`src/sv/chip_select_bus_interface_core_defines.svh`:
```
// Assertion macros shared by the RTL.
// Both macros expect clk in the scope where they are used; CSBI_ASSERT also expects rst_n.
`ifndef CHIP_SELECT_BUS_INTERFACE_CORE_DEFINES_SVH
`define CHIP_SELECT_BUS_INTERFACE_CORE_DEFINES_SVH

`ifndef SYNTHESIS
`define CSBI_ASSERT(lbl, prop) \
  lbl: assert property (@(posedge clk) disable iff (!rst_n) prop) \
    else $error("csbi assertion failed");
`define CSBI_ASSERT_ALWAYS(lbl, prop) \
  lbl: assert property (@(posedge clk) prop) \
    else $error("csbi assertion failed");
`else
`define CSBI_ASSERT(lbl, prop)
`define CSBI_ASSERT_ALWAYS(lbl, prop)
`endif

`endif

```
`src/sv/csbi_pkg.sv`:
```
package csbi_pkg;

  localparam int ADDR_W = 24;

  typedef enum logic [3:0] {
    TGT_IO   = 4'd0,
    TGT_ROM  = 4'd1,
    TGT_CRAM = 4'd2,
    TGT_ARAM = 4'd3,
    TGT_VRAM = 4'd4,
    TGT_CS0  = 4'd5,
    TGT_CS1  = 4'd6,
    TGT_CS2  = 4'd7,
    TGT_CS3  = 4'd8,
    TGT_EXT  = 4'd9
  } csbi_target_t;

  typedef enum logic [2:0] {
    REG_CS0   = 3'd0,
    REG_CS1   = 3'd1,
    REG_CS2   = 3'd2,
    REG_CS3   = 3'd3,
    REG_EXT   = 3'd4,
    REG_FIXED = 3'd5
  } csbi_reg_t;

  typedef enum logic [1:0] {
    SIZE_BYTE = 2'd0,
    SIZE_WORD = 2'd1,
    SIZE_LONG = 2'd2,
    SIZE_ODD  = 2'd3
  } csbi_size_t;

  localparam logic [ADDR_W-1:0] IO_LAST    = 24'h0000ff;
  localparam logic [ADDR_W-1:0] ROM_FIRST  = 24'hff0000;
  localparam logic [ADDR_W-1:0] CRAM_FIRST = 24'h004000;
  localparam logic [ADDR_W-1:0] CRAM_LAST  = 24'h006fff;
  localparam logic [ADDR_W-1:0] ARAM_FIRST = 24'h007000;
  localparam logic [ADDR_W-1:0] ARAM_LAST  = 24'h007fff;
  localparam logic [ADDR_W-1:0] VRAM_FIRST = 24'h008000;
  localparam logic [ADDR_W-1:0] VRAM_LAST  = 24'h00bfff;
  localparam logic [ADDR_W-1:0] CS2_FIRST  = 24'h000100;

  localparam int CFG_DATA_W = 53;
  localparam int CS_SETUP_W = 52;

  localparam int QDEPTH = 2;
  localparam int QPTR_W = $clog2(QDEPTH);
  localparam int QCNT_W = $clog2(QDEPTH + 1);

  typedef struct packed {
    logic                    kind;
    logic [1:0]              access_size;
    logic [ADDR_W-1:0]       start_address;
    logic [31:0]             write_value;
  } csbi_in_t;

  typedef struct packed {
    logic [3:0]              target;
    logic                    is_write;
    logic [ADDR_W-1:0]       cycle_address;
    logic [1:0]              byte_offset;
    logic [1:0]              byte_count;
    logic [15:0]             cycle_data;
    logic [2:0]              wait_clocks;
    logic                    last;
  } csbi_out_t;

  typedef struct packed {
    logic [3:0][CS_SETUP_W-1:0] cs;
    logic                       cs2_mode;
    logic [2:0]                 ext;
    logic [14:0]                fixed;
  } csbi_cfg_t;

  // One classified access waiting for the bus sequencer
  typedef struct packed {
    csbi_target_t            target;
    logic                    is_write;
    logic [ADDR_W-1:0]       addr;
    csbi_size_t              size;
    logic                    wide;
    logic [2:0]              waits;
    logic [31:0]             data;
  } csbi_desc_t;

  function automatic logic [2:0] wait_of(input logic [1:0] timing);
    logic [2:0] w;
    case (timing)
      2'd0:    w = 3'd4;
      2'd1:    w = 3'd6;
      2'd2:    w = 3'd4;
      default: w = 3'd2;
    endcase
    return w;
  endfunction

endpackage

```
`src/sv/csbi_front.sv`:
```
module csbi_front (
  input  csbi_pkg::csbi_in_t   in_data,
  input  csbi_pkg::csbi_cfg_t  cfg,
  output csbi_pkg::csbi_desc_t desc
);
  import csbi_pkg::*;

  logic [ADDR_W-1:0] addr;
  logic [3:0]        cs_hit;
  logic [2:0]        grp;
  csbi_target_t      tgt;

  assign addr = in_data.start_address;

  always_comb begin
    for (int i = 0; i < 4; i++) begin
      cs_hit[i] = cfg.cs[i][48] &&
                  (((addr ^ cfg.cs[i][23:0]) & ~cfg.cs[i][47:24]) == '0);
    end
    // Fixed-range mode: everything from the end of the I/O page upward
    if (!cfg.cs2_mode) begin
      cs_hit[2] = cfg.cs[2][48] && (addr >= CS2_FIRST);
    end
  end

  always_comb begin
    if (addr <= IO_LAST) begin
      tgt = TGT_IO;
      grp = cfg.fixed[2:0];
    end else if (addr >= ROM_FIRST) begin
      tgt = TGT_ROM;
      grp = cfg.fixed[5:3];
    end else if (addr >= CRAM_FIRST && addr <= CRAM_LAST) begin
      tgt = TGT_CRAM;
      grp = cfg.fixed[8:6];
    end else if (addr >= ARAM_FIRST && addr <= ARAM_LAST) begin
      tgt = TGT_ARAM;
      grp = cfg.fixed[11:9];
    end else if (addr >= VRAM_FIRST && addr <= VRAM_LAST) begin
      tgt = TGT_VRAM;
      grp = cfg.fixed[14:12];
    end else if (cs_hit[0]) begin
      tgt = TGT_CS0;
      grp = cfg.cs[0][51:49];
    end else if (cs_hit[1]) begin
      tgt = TGT_CS1;
      grp = cfg.cs[1][51:49];
    end else if (cs_hit[2]) begin
      tgt = TGT_CS2;
      grp = cfg.cs[2][51:49];
    end else if (cs_hit[3]) begin
      tgt = TGT_CS3;
      grp = cfg.cs[3][51:49];
    end else begin
      tgt = TGT_EXT;
      grp = cfg.ext;
    end
  end

  always_comb begin
    desc.target   = tgt;
    desc.is_write = in_data.kind;
    desc.addr     = addr;
    desc.size     = (in_data.access_size == SIZE_ODD) ? SIZE_LONG
                                                      : csbi_size_t'(in_data.access_size);
    desc.wide     = grp[0];
    desc.waits    = wait_of(grp[2:1]);
    desc.data     = in_data.write_value;
  end

endmodule

```
`src/sv/csbi_fifo.sv`:
```
module csbi_fifo (
  input  logic                 clk,
  input  logic                 rst_n,
  input  logic                 push,
  input  csbi_pkg::csbi_desc_t push_data,
  input  logic                 pop,
  output csbi_pkg::csbi_desc_t pop_data,
  output logic                 full,
  output logic                 empty
);
  import csbi_pkg::*;

  csbi_desc_t        mem_r [QDEPTH];
  logic [QPTR_W-1:0] wr_ptr_r, wr_ptr_nxt;
  logic [QPTR_W-1:0] rd_ptr_r, rd_ptr_nxt;
  logic [QCNT_W-1:0] count_r, count_nxt;

  function automatic logic [QPTR_W-1:0] bump(input logic [QPTR_W-1:0] p);
    return (p == QPTR_W'(QDEPTH - 1)) ? '0 : p + 1'b1;
  endfunction

  assign full     = (count_r == QCNT_W'(QDEPTH));
  assign empty    = (count_r == '0);
  assign pop_data = mem_r[rd_ptr_r];

  always_comb begin
    wr_ptr_nxt = push ? bump(wr_ptr_r) : wr_ptr_r;
    rd_ptr_nxt = pop  ? bump(rd_ptr_r) : rd_ptr_r;
    count_nxt  = count_r;
    if (push && !pop) begin
      count_nxt = count_r + 1'b1;
    end else if (pop && !push) begin
      count_nxt = count_r - 1'b1;
    end
  end

  always_ff @(posedge clk) begin
    if (!rst_n) begin
      wr_ptr_r <= '0;
      rd_ptr_r <= '0;
      count_r  <= '0;
    end else begin
      wr_ptr_r <= wr_ptr_nxt;
      rd_ptr_r <= rd_ptr_nxt;
      count_r  <= count_nxt;
    end
  end

  always_ff @(posedge clk) begin
    if (push) begin
      mem_r[wr_ptr_r] <= push_data;
    end
  end

endmodule

```
`src/sv/csbi_back.sv`:
```
module csbi_back (
  input  logic                 clk,
  input  logic                 rst_n,
  input  csbi_pkg::csbi_desc_t q_data,
  input  logic                 q_empty,
  output logic                 q_pop,
  output logic                 out_strobe,
  output csbi_pkg::csbi_out_t  out_result
);
  import csbi_pkg::*;

  csbi_desc_t cur_r, cur_nxt;
  logic [1:0] off_r, off_nxt;
  logic       active_r, active_nxt;

  logic [2:0] total;
  logic [2:0] remain;
  logic [2:0] end_off;
  logic [1:0] cnt;
  logic       is_last;
  logic       load;
  logic [7:0] byte_lo, byte_hi;

  always_comb begin
    case (cur_r.size)
      SIZE_BYTE: total = 3'd1;
      SIZE_WORD: total = 3'd2;
      default:   total = 3'd4;
    endcase
    remain  = total - {1'b0, off_r};
    // Two bytes go together only on a 16-bit region at an even address
    cnt     = (cur_r.wide && cur_r.size != SIZE_BYTE && !(cur_r.addr[0] ^ off_r[0]) &&
               remain >= 3'd2) ? 2'd2 : 2'd1;
    end_off = {1'b0, off_r} + {1'b0, cnt};
    is_last = (end_off == total);
    load    = !q_empty && (!active_r || is_last);
  end

  always_comb begin
    byte_lo = cur_r.data[{off_r, 3'b000} +: 8];
    byte_hi = cur_r.data[{off_r + 2'd1, 3'b000} +: 8];
  end

  always_comb begin
    q_pop      = load;
    cur_nxt    = load ? q_data : cur_r;
    active_nxt = active_r;
    off_nxt    = off_r;
    if (load) begin
      active_nxt = 1'b1;
      off_nxt    = '0;
    end else if (active_r) begin
      active_nxt = !is_last;
      off_nxt    = end_off[1:0];
    end
  end

  always_ff @(posedge clk) begin
    if (!rst_n) begin
      active_r <= 1'b0;
      off_r    <= '0;
    end else begin
      active_r <= active_nxt;
      off_r    <= off_nxt;
    end
  end

  always_ff @(posedge clk) begin
    cur_r <= cur_nxt;
  end

  always_comb begin
    out_strobe               = active_r;
    out_result.target        = cur_r.target;
    out_result.is_write      = cur_r.is_write;
    out_result.cycle_address = cur_r.addr + {{(ADDR_W-2){1'b0}}, off_r};
    out_result.byte_offset   = off_r;
    out_result.byte_count    = cnt;
    out_result.cycle_data    = '0;
    if (cur_r.is_write) begin
      out_result.cycle_data = {(cnt == 2'd2) ? byte_hi : 8'h00, byte_lo};
    end
    out_result.wait_clocks   = cur_r.waits;
    out_result.last          = is_last;
  end

endmodule

```
`src/sv/chip_select_bus_interface_core.sv`:
```
// Channel  | Handshake              | Payload                 | Direction
// ---------+------------------------+-------------------------+----------
// input    | start / busy           | in_data  (csbi_in_t)    | in
// result   | out_strobe, one cycle  | out_result (csbi_out_t) | out
// config   | cfg_valid / cfg_ready  | cfg_index, cfg_data     | in
//
// An access splits into one to four bus cycles, one clock for every bus cycle;
// the bus sequencer in the back end sets that rate.
// First bus cycle is taken once the start beat has passed the queue, then the sequencer.
// Reset (rst_n low, synchronous) empties the queue, idles the sequencer and
// clears every setup register to zero.
// busy rises only while the two-entry access queue is full; the receiver of
// result beats cannot stall, so the sequencer never waits on it.
module chip_select_bus_interface_core (
  input  logic                clk,
  input  logic                rst_n,
  input  logic                start,
  output logic                busy,
  input  csbi_pkg::csbi_in_t  in_data,
  output logic                out_strobe,
  output csbi_pkg::csbi_out_t out_result,
  input  logic                cfg_valid,
  output logic                cfg_ready,
  input  logic [2:0]          cfg_index,
  input  logic [csbi_pkg::CFG_DATA_W-1:0] cfg_data
);
  import csbi_pkg::*;
  `include "chip_select_bus_interface_core_defines.svh"

  // Setup registers
  logic [3:0][CS_SETUP_W-1:0] cs_r, cs_nxt;
  logic                       cs2_mode_r, cs2_mode_nxt;
  logic [2:0]                 ext_r, ext_nxt;
  logic [14:0]                fixed_r, fixed_nxt;
  csbi_cfg_t                  cfg;

  csbi_desc_t front_desc;
  csbi_desc_t q_data;
  logic       q_full, q_empty, q_pop;
  logic       push;

  assign cfg_ready = 1'b1;

  // Decode the register index and latch the setup beat
  always_comb begin
    cs_nxt       = cs_r;
    cs2_mode_nxt = cs2_mode_r;
    ext_nxt      = ext_r;
    fixed_nxt    = fixed_r;
    if (cfg_valid && cfg_ready) begin
      case (csbi_reg_t'(cfg_index))
        REG_CS0:   cs_nxt[0] = cfg_data[CS_SETUP_W-1:0];
        REG_CS1:   cs_nxt[1] = cfg_data[CS_SETUP_W-1:0];
        REG_CS2: begin
          cs_nxt[2]    = cfg_data[CS_SETUP_W-1:0];
          cs2_mode_nxt = cfg_data[CS_SETUP_W];
        end
        REG_CS3:   cs_nxt[3] = cfg_data[CS_SETUP_W-1:0];
        REG_EXT:   ext_nxt   = cfg_data[2:0];
        REG_FIXED: fixed_nxt = cfg_data[14:0];
        default: ;
      endcase
    end
  end

  always_ff @(posedge clk) begin
    if (!rst_n) begin
      cs_r       <= '0;
      cs2_mode_r <= 1'b0;
      ext_r      <= '0;
      fixed_r    <= '0;
    end else begin
      cs_r       <= cs_nxt;
      cs2_mode_r <= cs2_mode_nxt;
      ext_r      <= ext_nxt;
      fixed_r    <= fixed_nxt;
    end
  end

  always_comb begin
    cfg.cs       = cs_r;
    cfg.cs2_mode = cs2_mode_r;
    cfg.ext      = ext_r;
    cfg.fixed    = fixed_r;
  end

  // Front end: classify the access in the cycle of its start beat
  assign busy = q_full;
  assign push = start && !busy;

  csbi_front u_front (
    .in_data (in_data),
    .cfg     (cfg),
    .desc    (front_desc)
  );

  // Decouple the classifier from the bus sequencer
  csbi_fifo u_fifo (
    .clk       (clk),
    .rst_n     (rst_n),
    .push      (push),
    .push_data (front_desc),
    .pop       (q_pop),
    .pop_data  (q_data),
    .full      (q_full),
    .empty     (q_empty)
  );

  // Back end: emit one bus cycle per clock
  csbi_back u_back (
    .clk        (clk),
    .rst_n      (rst_n),
    .q_data     (q_data),
    .q_empty    (q_empty),
    .q_pop      (q_pop),
    .out_strobe (out_strobe),
    .out_result (out_result)
  );

  // A bus cycle that is not the last is always followed by the next one
  `CSBI_ASSERT(a_cycle_follows, (out_strobe && !out_result.last) |=> out_strobe)
  // Consecutive cycles of one access advance the offset by the bytes moved
  `CSBI_ASSERT(a_offset_advance, (out_strobe && !out_result.last) |=> (out_result.byte_offset == $past(out_result.byte_offset + out_result.byte_count)))
  // Hold the decoded target across all cycles of one access
  `CSBI_ASSERT(a_target_held, (out_strobe && !out_result.last) |=> (out_result.target == $past(out_result.target)))
  // Drop the strobe after the final cycle when nothing is queued
  `CSBI_ASSERT(a_idle_after_last, (out_strobe && out_result.last && q_empty && !push) |=> !out_strobe)
  // No strobe straight out of reset
  `CSBI_ASSERT_ALWAYS(a_quiet_reset, !rst_n |=> !out_strobe)

endmodule
```
`config.mk`:
```
export PLATFORM = sky130hd
export DESIGN_NAME = chip_select_bus_interface_core
export DESIGN_NICKNAME = d
export VERILOG_FILES = /design/src/sv/csbi_pkg.sv /design/src/sv/csbi_front.sv /design/src/sv/csbi_fifo.sv /design/src/sv/csbi_back.sv /design/src/sv/chip_select_bus_interface_core.sv
export VERILOG_INCLUDE_DIRS = /design/src /design/src/sv
export SDC_FILE = /design/constraint.sdc
export NUM_CORES = 1
export LEC_CHECK = 0
export ABC_AREA = 1
export BUFFER_PORTS_ARGS = -buffer_cell sky130_fd_sc_hd__buf_2
export CAP_MARGIN = 5
export CORE_MARGIN = 4
export CORE_UTILIZATION = 50
export DETAILED_ROUTE_END_ITERATION = 7
export PLACE_DENSITY = 0.79
export REMOVE_ABC_BUFFERS = 1
export SYNTH_ARGS = -nofsm -noshare
export SYNTH_HDL_FRONTEND = slang
export SYNTH_HIERARCHICAL = 1
export SYNTH_SLANG_ARGS = --single-unit
```
`constraint.sdc`:
```
create_clock -name clk -period 7.52 [get_ports clk]
set_input_delay 0.376 -clock clk [delete_from_list [all_inputs] [get_ports clk]]
set_output_delay 0.376 -clock clk [all_outputs]
set_load 0.1 [all_outputs]
```
Yosys cells after proc, flatten, opt, wreduce, memory -nomap -nowiden
Memory sizes are Yosys's and may differ from the RTL's. A register that Yosys moved wholly into a read port is not among the register bits.
Index checks and enable logic that the tools add are counted.

word-level totals
  memories kept = 1
  memory bits (writable) = 134
  bits in registers = 234
  output and inout bits = 56

operators by class
  magnitude comparators = 10
  $add $sub $neg = 8
  shift operators = 2
  muxes and demuxes = 33
  equal/unequal tests = 12
  bitwise operators = 14
  reduce and logical (&&, ||, !) cells = 41

memories
  memory        words  width  rd ports  clocked after memory_dff  wr ports  RTL line         source
  u_fifo.mem_r  2      67     1         1                         1         csbi_fifo.sv:13  csbi_desc_t mem_r [QDEPTH];

operators with widths
  kind                  count
  $and 24x24->24        4
  $logic_not 24->1      4
  $not 24->24           4
  $xor 24x24->24        4
  $shiftx 32x6->8       2
  $ge 24x15->1 const B  2
  $le 24x15->1 const B  2
  $mux 4                8
  $mux 3                9
  $add 24x2->24         1
  $ge 24x16->1 const B  1
  $ge 24x24->1 const B  1
  $ge 24x9->1 const B   1
  $le 24x16->1 const B  1
  $le 24x8->1 const B   1
  $mux 16               1
  $logic_and 1x1->1     15
  $pmux 3 s2            2
  $reduce_and 2->1      6
  $eq 2x2->1 const B    4
  $mux 1                8
  $mux 2                4
  $mux 8                1
  $logic_not 1->1       7
  18 further kinds      27

Longest topological paths before layout
  depth in word-level cells = 16
  depth in mapped cells = 28
  depth with buffers taken out = 28

Cells and area by module
Netlist, hierarchy kept.

by module, submodules not included
  module                          cells an instance  area an instance (um^2)  times used  seq. area each (um^2)
  chip_select_bus_interface_core  1,306              8,956.1                  1           4,544.4
  csbi_fifo                       243                5,175.0                  1           4,124.0
  csbi_back                       360                3,580.9                  1           2,072.0
  csbi_front                      634                3,078.0                  1           0.0

Worst setup path after synthesis
OpenSTA, ideal clock, no wires.

  path type = register -> register
  from = reg u_back.off_r[1]
  to = reg u_fifo.count_r[1]
  library setup time = 0.064 ns
  setup slack = 1.189 ns
  arrival time = 6.268 ns
  clock period less this slack = 6.331 ns
  data required time = 7.456 ns
  cell stages (with the launch flop) = 24
  path through = dfxtp_1 > inv_1 > buf_2 > fa_1 > nor2_1 > o21ai_0 > nand2_1 > ha_1 > inv_1 > fa_1 > inv_1 > nand3_1 > nand2_1 > nand3_1 > nand2_1 > nand2_1 > inv_1 > inv_1 > ha_1 > inv_1 > nand3_1 > nand2_1 > inv_1 > nor2_1

RTL lines
  item                    RTL line         source
  from (decl)             csbi_back.sv:13  logic [1:0] off_r, off_nxt;
  from (signal assigned)  csbi_back.sv:64  off_r <= off_nxt;
  to (signal assigned)    csbi_fifo.sv:45  count_r <= count_nxt;
  to (decl)               csbi_fifo.sv:16  logic [QCNT_W-1:0] count_r, count_nxt;

Worst setup path after layout
  from = reg u_back.off_r[1]
  to = reg u_fifo.count_r[1]

between the ends
  cells in the longest elaborated chain, start to end = 11

RTL lines
  item                                         RTL line                              source
  $sub 3x2->3                                  csbi_back.sv:30                       remain = total - {1'b0, off_r};
  $ge 3x2->1                                   csbi_back.sv:33                       remain >= 3'd2) ? 2'd2 : 2'd1;
  $logic_and 1x1->1                            csbi_back.sv:32                       cnt = (cur_r.wide && cur_r.size != SIZE_BYTE && !(cur_r.addr[0] ^ off_r[0]) &&
  $mux 2                                       csbi_back.sv:33
  $add 2x2->3 *                                csbi_back.sv:34                       end_off = {1'b0, off_r} + {1'b0, cnt};
  $eq 3x3->1 *                                 csbi_back.sv:35                       is_last = (end_off == total);
  $logic_or 1x1->1 *                           csbi_back.sv:36                       load = !q_empty && (!active_r || is_last);
  $logic_and 1x1->1 *                          csbi_back.sv:36
  net q_pop                                    chip_select_bus_interface_core.sv:39  logic q_full, q_empty, q_pop;
  $logic_not 1->1                              csbi_fifo.sv:30                       if (push && !pop) begin
  $logic_and 1x1->1                            csbi_fifo.sv:30
  $mux 2 or $reduce_bool 2->1 (tied branches)  n/a

Mark *: on every way through the listed nets, which the timed path passes. The rest lies on a longest branch.
A chain may end at the register's enable or synchronous reset.

==> key figures <==
Hold path
  • WHS Endpoint: u_fifo/mem_r[0][37]$_DFFE_PP_
  • Hold path cells: 1
  • Hold Startpoint: in_data[57]
  • HP Class: in2reg

Detailed routing
  • Drt pass-1 iters: 6
  • Via density: 5.28
  • Wl on met1: between 20 and 25 mm
  • WL met2: 24.7 mm
  • Detailed Route WL: 53.0 mm
  • WL met3: approximately 4.2 mm
  • ANT nets after route: 0
  • Detailed-route via count: about 17,000
  • Initial DRC Count: about 1,600
  • DR WL/cell: 16.6 um
  • DRC violation count after routing: 0
  • Top sig layer: met4

Clock network
  • Post-CTS Resized: 0
  • CTS tree: yes
  • CTS max path bufs: 3
  • Clock slew at reported path FFs: 0.06 ns
  • Root Driver: clkbuf_16
  • Post-cts hold buffer count: 33
  • Clock Sinks: 436
  • TritonCTS Buffers: 46
  • Worst-skew pair later-pin latency: 0.59 ns
  • Htree depth: 2
  • Setup Buffers After CTS: 0

Timing
  • Final hold violations: 0
  • Final worst path period share: 67.9%
  • Worst rel slew slack: 23.0%
  • Max Freq: 0.196 GHz
  • Fin crit period: roughly 5 ns
  • Setup TNS: 0 ns
  • Final setup viols: 0
  • Slew Viols, Final: 0
  • Clock skew: 0.0209 ns
  • Unrepaired setup endpoints after global routing: false
  • Smallest hold slack: 0.0413 ns
  • Slew @ Worst Pin: 1.15 ns

Cells and area
  • Share of layout cells above drive strength 1: 14.7%
  • Commonest cells after routing, fill and taps aside: nor2_1, nand2_1, nand3_1, dfxtp_1, inv_1
  • Most common cell after layout, fill and taps aside: nor2_1
  • Fin nets: 2,751
  • Area growth syn-to-layout: 12.4%
  • Fin cells: around 3,200

Critical path
  • FF-to-FF setup slack: 2.41 ns
  • Slowest-stage cell, CP: dfxtp_1
  • Crit path max-delay family: buffers and inverters
  • Cells along the critical path: inv_1 -> fa_1 -> nand2_1 -> inv_1 -> nor2_1 -> o21ai_0 -> nand2_1 -> ha_1 -> inv_1 -> fa_1 -> inv_1 -> nand3_1 -> nand2_1 -> nand3_1 -> nand2_1 -> nand2_1 -> inv_2 -> inv_1 -> ha_1 -> inv_1 -> nand3_1 -> nand2_1 -> inv_1 -> nor2_1
  • Worst endpoint required time: 8.04 ns
  • FF-to-FF Start: u_back/off_r[1]$_SDFFE_PP0P_
  • R2R Path End: u_fifo/count_r[1]$_SDFFE_PN0P_
  • Worst r2r path cells: 24
  • Max incr delay on CP: 0.80 ns
  • WP data arrival: 5.62 ns
  • CP Max Fanout: 43
  • Crit path from: u_back/off_r[1]$_SDFFE_PP0P_
  • Crit-path most repeated cell: inv_1
  • Critical Path Start Type: flip-flop
  • Worst Path Buf+Inv: 8
  • Crit end category: flip-flop
  • Setup Crit Path Kind: reg2reg

Synth
  • Post-synth cell types: 49
  • Commonest register cell after synthesis: dfxtp_1
  • Synthesized area per cell: 8.18 um^2
  • Mapped Area: 0.0208 mm^2
  • Seq cells post-synth: about 440
  • Ys async rst share: 0%
  • Cells after Synth: 2,543
  • Post-synth EDFFs: 201
  • Seq/Total Area, Yosys: 51.7%
  • Yosys warning total: 6

GRT
  • Initial antenna violation count: 3
  • Global-route wire length before repair: 82.9 mm
  • Total gr overflow: 0
  • Largest net degree at the start of global routing: 148
  • All-Layer GR Usage: 23.0%
  • Vias in the first global route: between 15,000 and 20,000

Floorplanning
  • I/O pin cnt: 175
  • Height of the die: 212 um
  • Core area: roughly 0.041 mm^2
  • Die ar.: approximately 0.045 mm^2
  • Die Wd: 212 um
  • Initial core utilization: 50.8%
  • Num rows: 74

Pwr
  • Maximum VDD drop: 0.331 mV
  • Comb power frac: 30.3%
  • Leakage Power: 9.72 nW
  • P per Cell Area: 345 mW/mm^2
  • Cell-internal power: 4.94 mW
  • Clock power share: 29.9%
  • Share of power burned in registers: 39.8%
  • Psw: slightly above 3 mW
  • Net Sw Frac: 38.7%

Placement
  • RD Place Congestion: between 0.9 and 1
  • DPL Wire Length: 35.0 mm
  • Placed insts: 3,075
  • IO Port Bufs: about 170

Outcome
  • Outcome: complete, no violations

Flow run
  • Max-Cap Viols: 0
[stage by stage]
step | setup slack (ns) | util (%) | power, mW | cell area [um^2]
4_1_cts | 2.37 | 57.1 | 8.10 | 23400
3_5_place_dp | 2.39 | 52.3 | 5.68 | 21400
5_1_grt | 1.78 | 57.1 | 8.39 | 23400
6_report | 2.41 | 57.1 | 8.06 | 23400
2_1_floorplan | 0.465 | - | 5.13 | 19700
3_3_place_gp | 2.63 | 52.3 | 5.64 | 21400
[worst reg2reg max path: stages (launching register included)]
cell and delay [ns]:
dfxtp_1 0.80, inv_1 0.57, fa_1 0.57, nand2_1 0.08, inv_1 0.04, nor2_1 0.08
o21ai_0 0.09, nand2_1 0.18, ha_1 0.18, inv_1 0.05, fa_1 0.45, inv_1 0.09
nand3_1 0.07, nand2_1 0.07, nand3_1 0.09, nand2_1 0.09, nand2_1 0.08, inv_2 0.65
inv_1 0.12, ha_1 0.33, inv_1 0.08, nand3_1 0.10, nand2_1 0.09, inv_1 0.04
nor2_1 0.08
[cell usage after synthesis, drive strengths merged, types with 8 or more instances]
cell type / count / area share, %
or2: 14 / 0.42
mux2: 67 / 4.2
nand3b: 17 / 0.61
edfxtp: 201 / 29
a21oi: 68 / 1.6
o211ai: 8 / 0.29
nor3: 8 / 0.25
nand3: 272 / 6.6
nor2: 591 / 11
nand2: 516 / 9.6
xor2: 8 / 0.34
dfxtp: 235 / 23
clkbuf: 37 / 0.68
nand4: 17 / 0.61
inv: 221 / 4.0
xnor2: 20 / 0.84
buf: 150 / 4.6
o21ai: 58 / 1.4
[layout make-up]
class	count	area (um^2)
fillers	3636	17600
flip-flops and latches	436	10700
multi-input cells	1695	8160
clock buffers	59	1330
repair buffers	220	1310
inverters	225	851
well taps	532	666
clock inverters	27	304
diodes	2	5.00
[kinds of logic (layout without fill, tap and decap cells)]
logic type	count (synthesis)	after routing	synth area share (%)
compound gates	147	147	3.75
xor+xnor	28	28	1.18
fa+ha+maj	8	8	0.590
buf+inv	412	531	9.38
flops	436	436	51.7
mux	67	67	4.17
other cells	2	4	0.0361
simple gates	1443	1443	29.2
[metal layers]
layer	GRT usage, %	up-vias
met5	0	-
met4	9.17	0
met3	3.90	143
met2	37.7	669
met1	30.5	7824
li1	-	8245
[state kept, by name (all words and copies together), names as in the netlist, named ones only]
| name | count |
|---|---|
| u_back/off_r | 2 |
| u_back/out_result | 8 |
| cs2_mode_r | 1 |
| u_back/cur_r | 59 |
| cfg | 208 |
| ext_r | 3 |
| u_fifo/count_r | 2 |
| u_back/out_strobe | 1 |
| fixed_r | 15 |
| u_fifo/rd_ptr_r | 1 |
| u_fifo/wr_ptr_r | 1 |
| u_fifo/mem_r | 134 |
[how the worst max path moves through the flow]
stage	end	slack [ns]	depth (start not counted)
2_1_floorplan	cfg[175]$_SDFFE_PN0P_	0.46	5
3_3_place_gp	u_fifo/count_r[1]$_SDFFE_PN0P_	2.63	24
3_5_place_dp	u_fifo/count_r[1]$_SDFFE_PN0P_	2.39	24
4_1_cts	flip-flop	2.37	21
5_1_grt	u_fifo/count_r[1]$_SDFFE_PN0P_	1.78	24
6_report	u_fifo/count_r[1]$_SDFFE_PN0P_	2.41	24
[power groups by stage]
stage          Combinational [mW]  Clock (mW)  Sequential (mW)
2_1_floorplan                1.80           0             3.33
3_3_place_gp                 2.39           0             3.25
3_5_place_dp                 2.42           0             3.26
4_1_cts                      2.44        2.45             3.21
5_1_grt                      2.59        2.55             3.25
6_report                     2.44        2.41             3.21
Power figures use the tool's default switching activity.
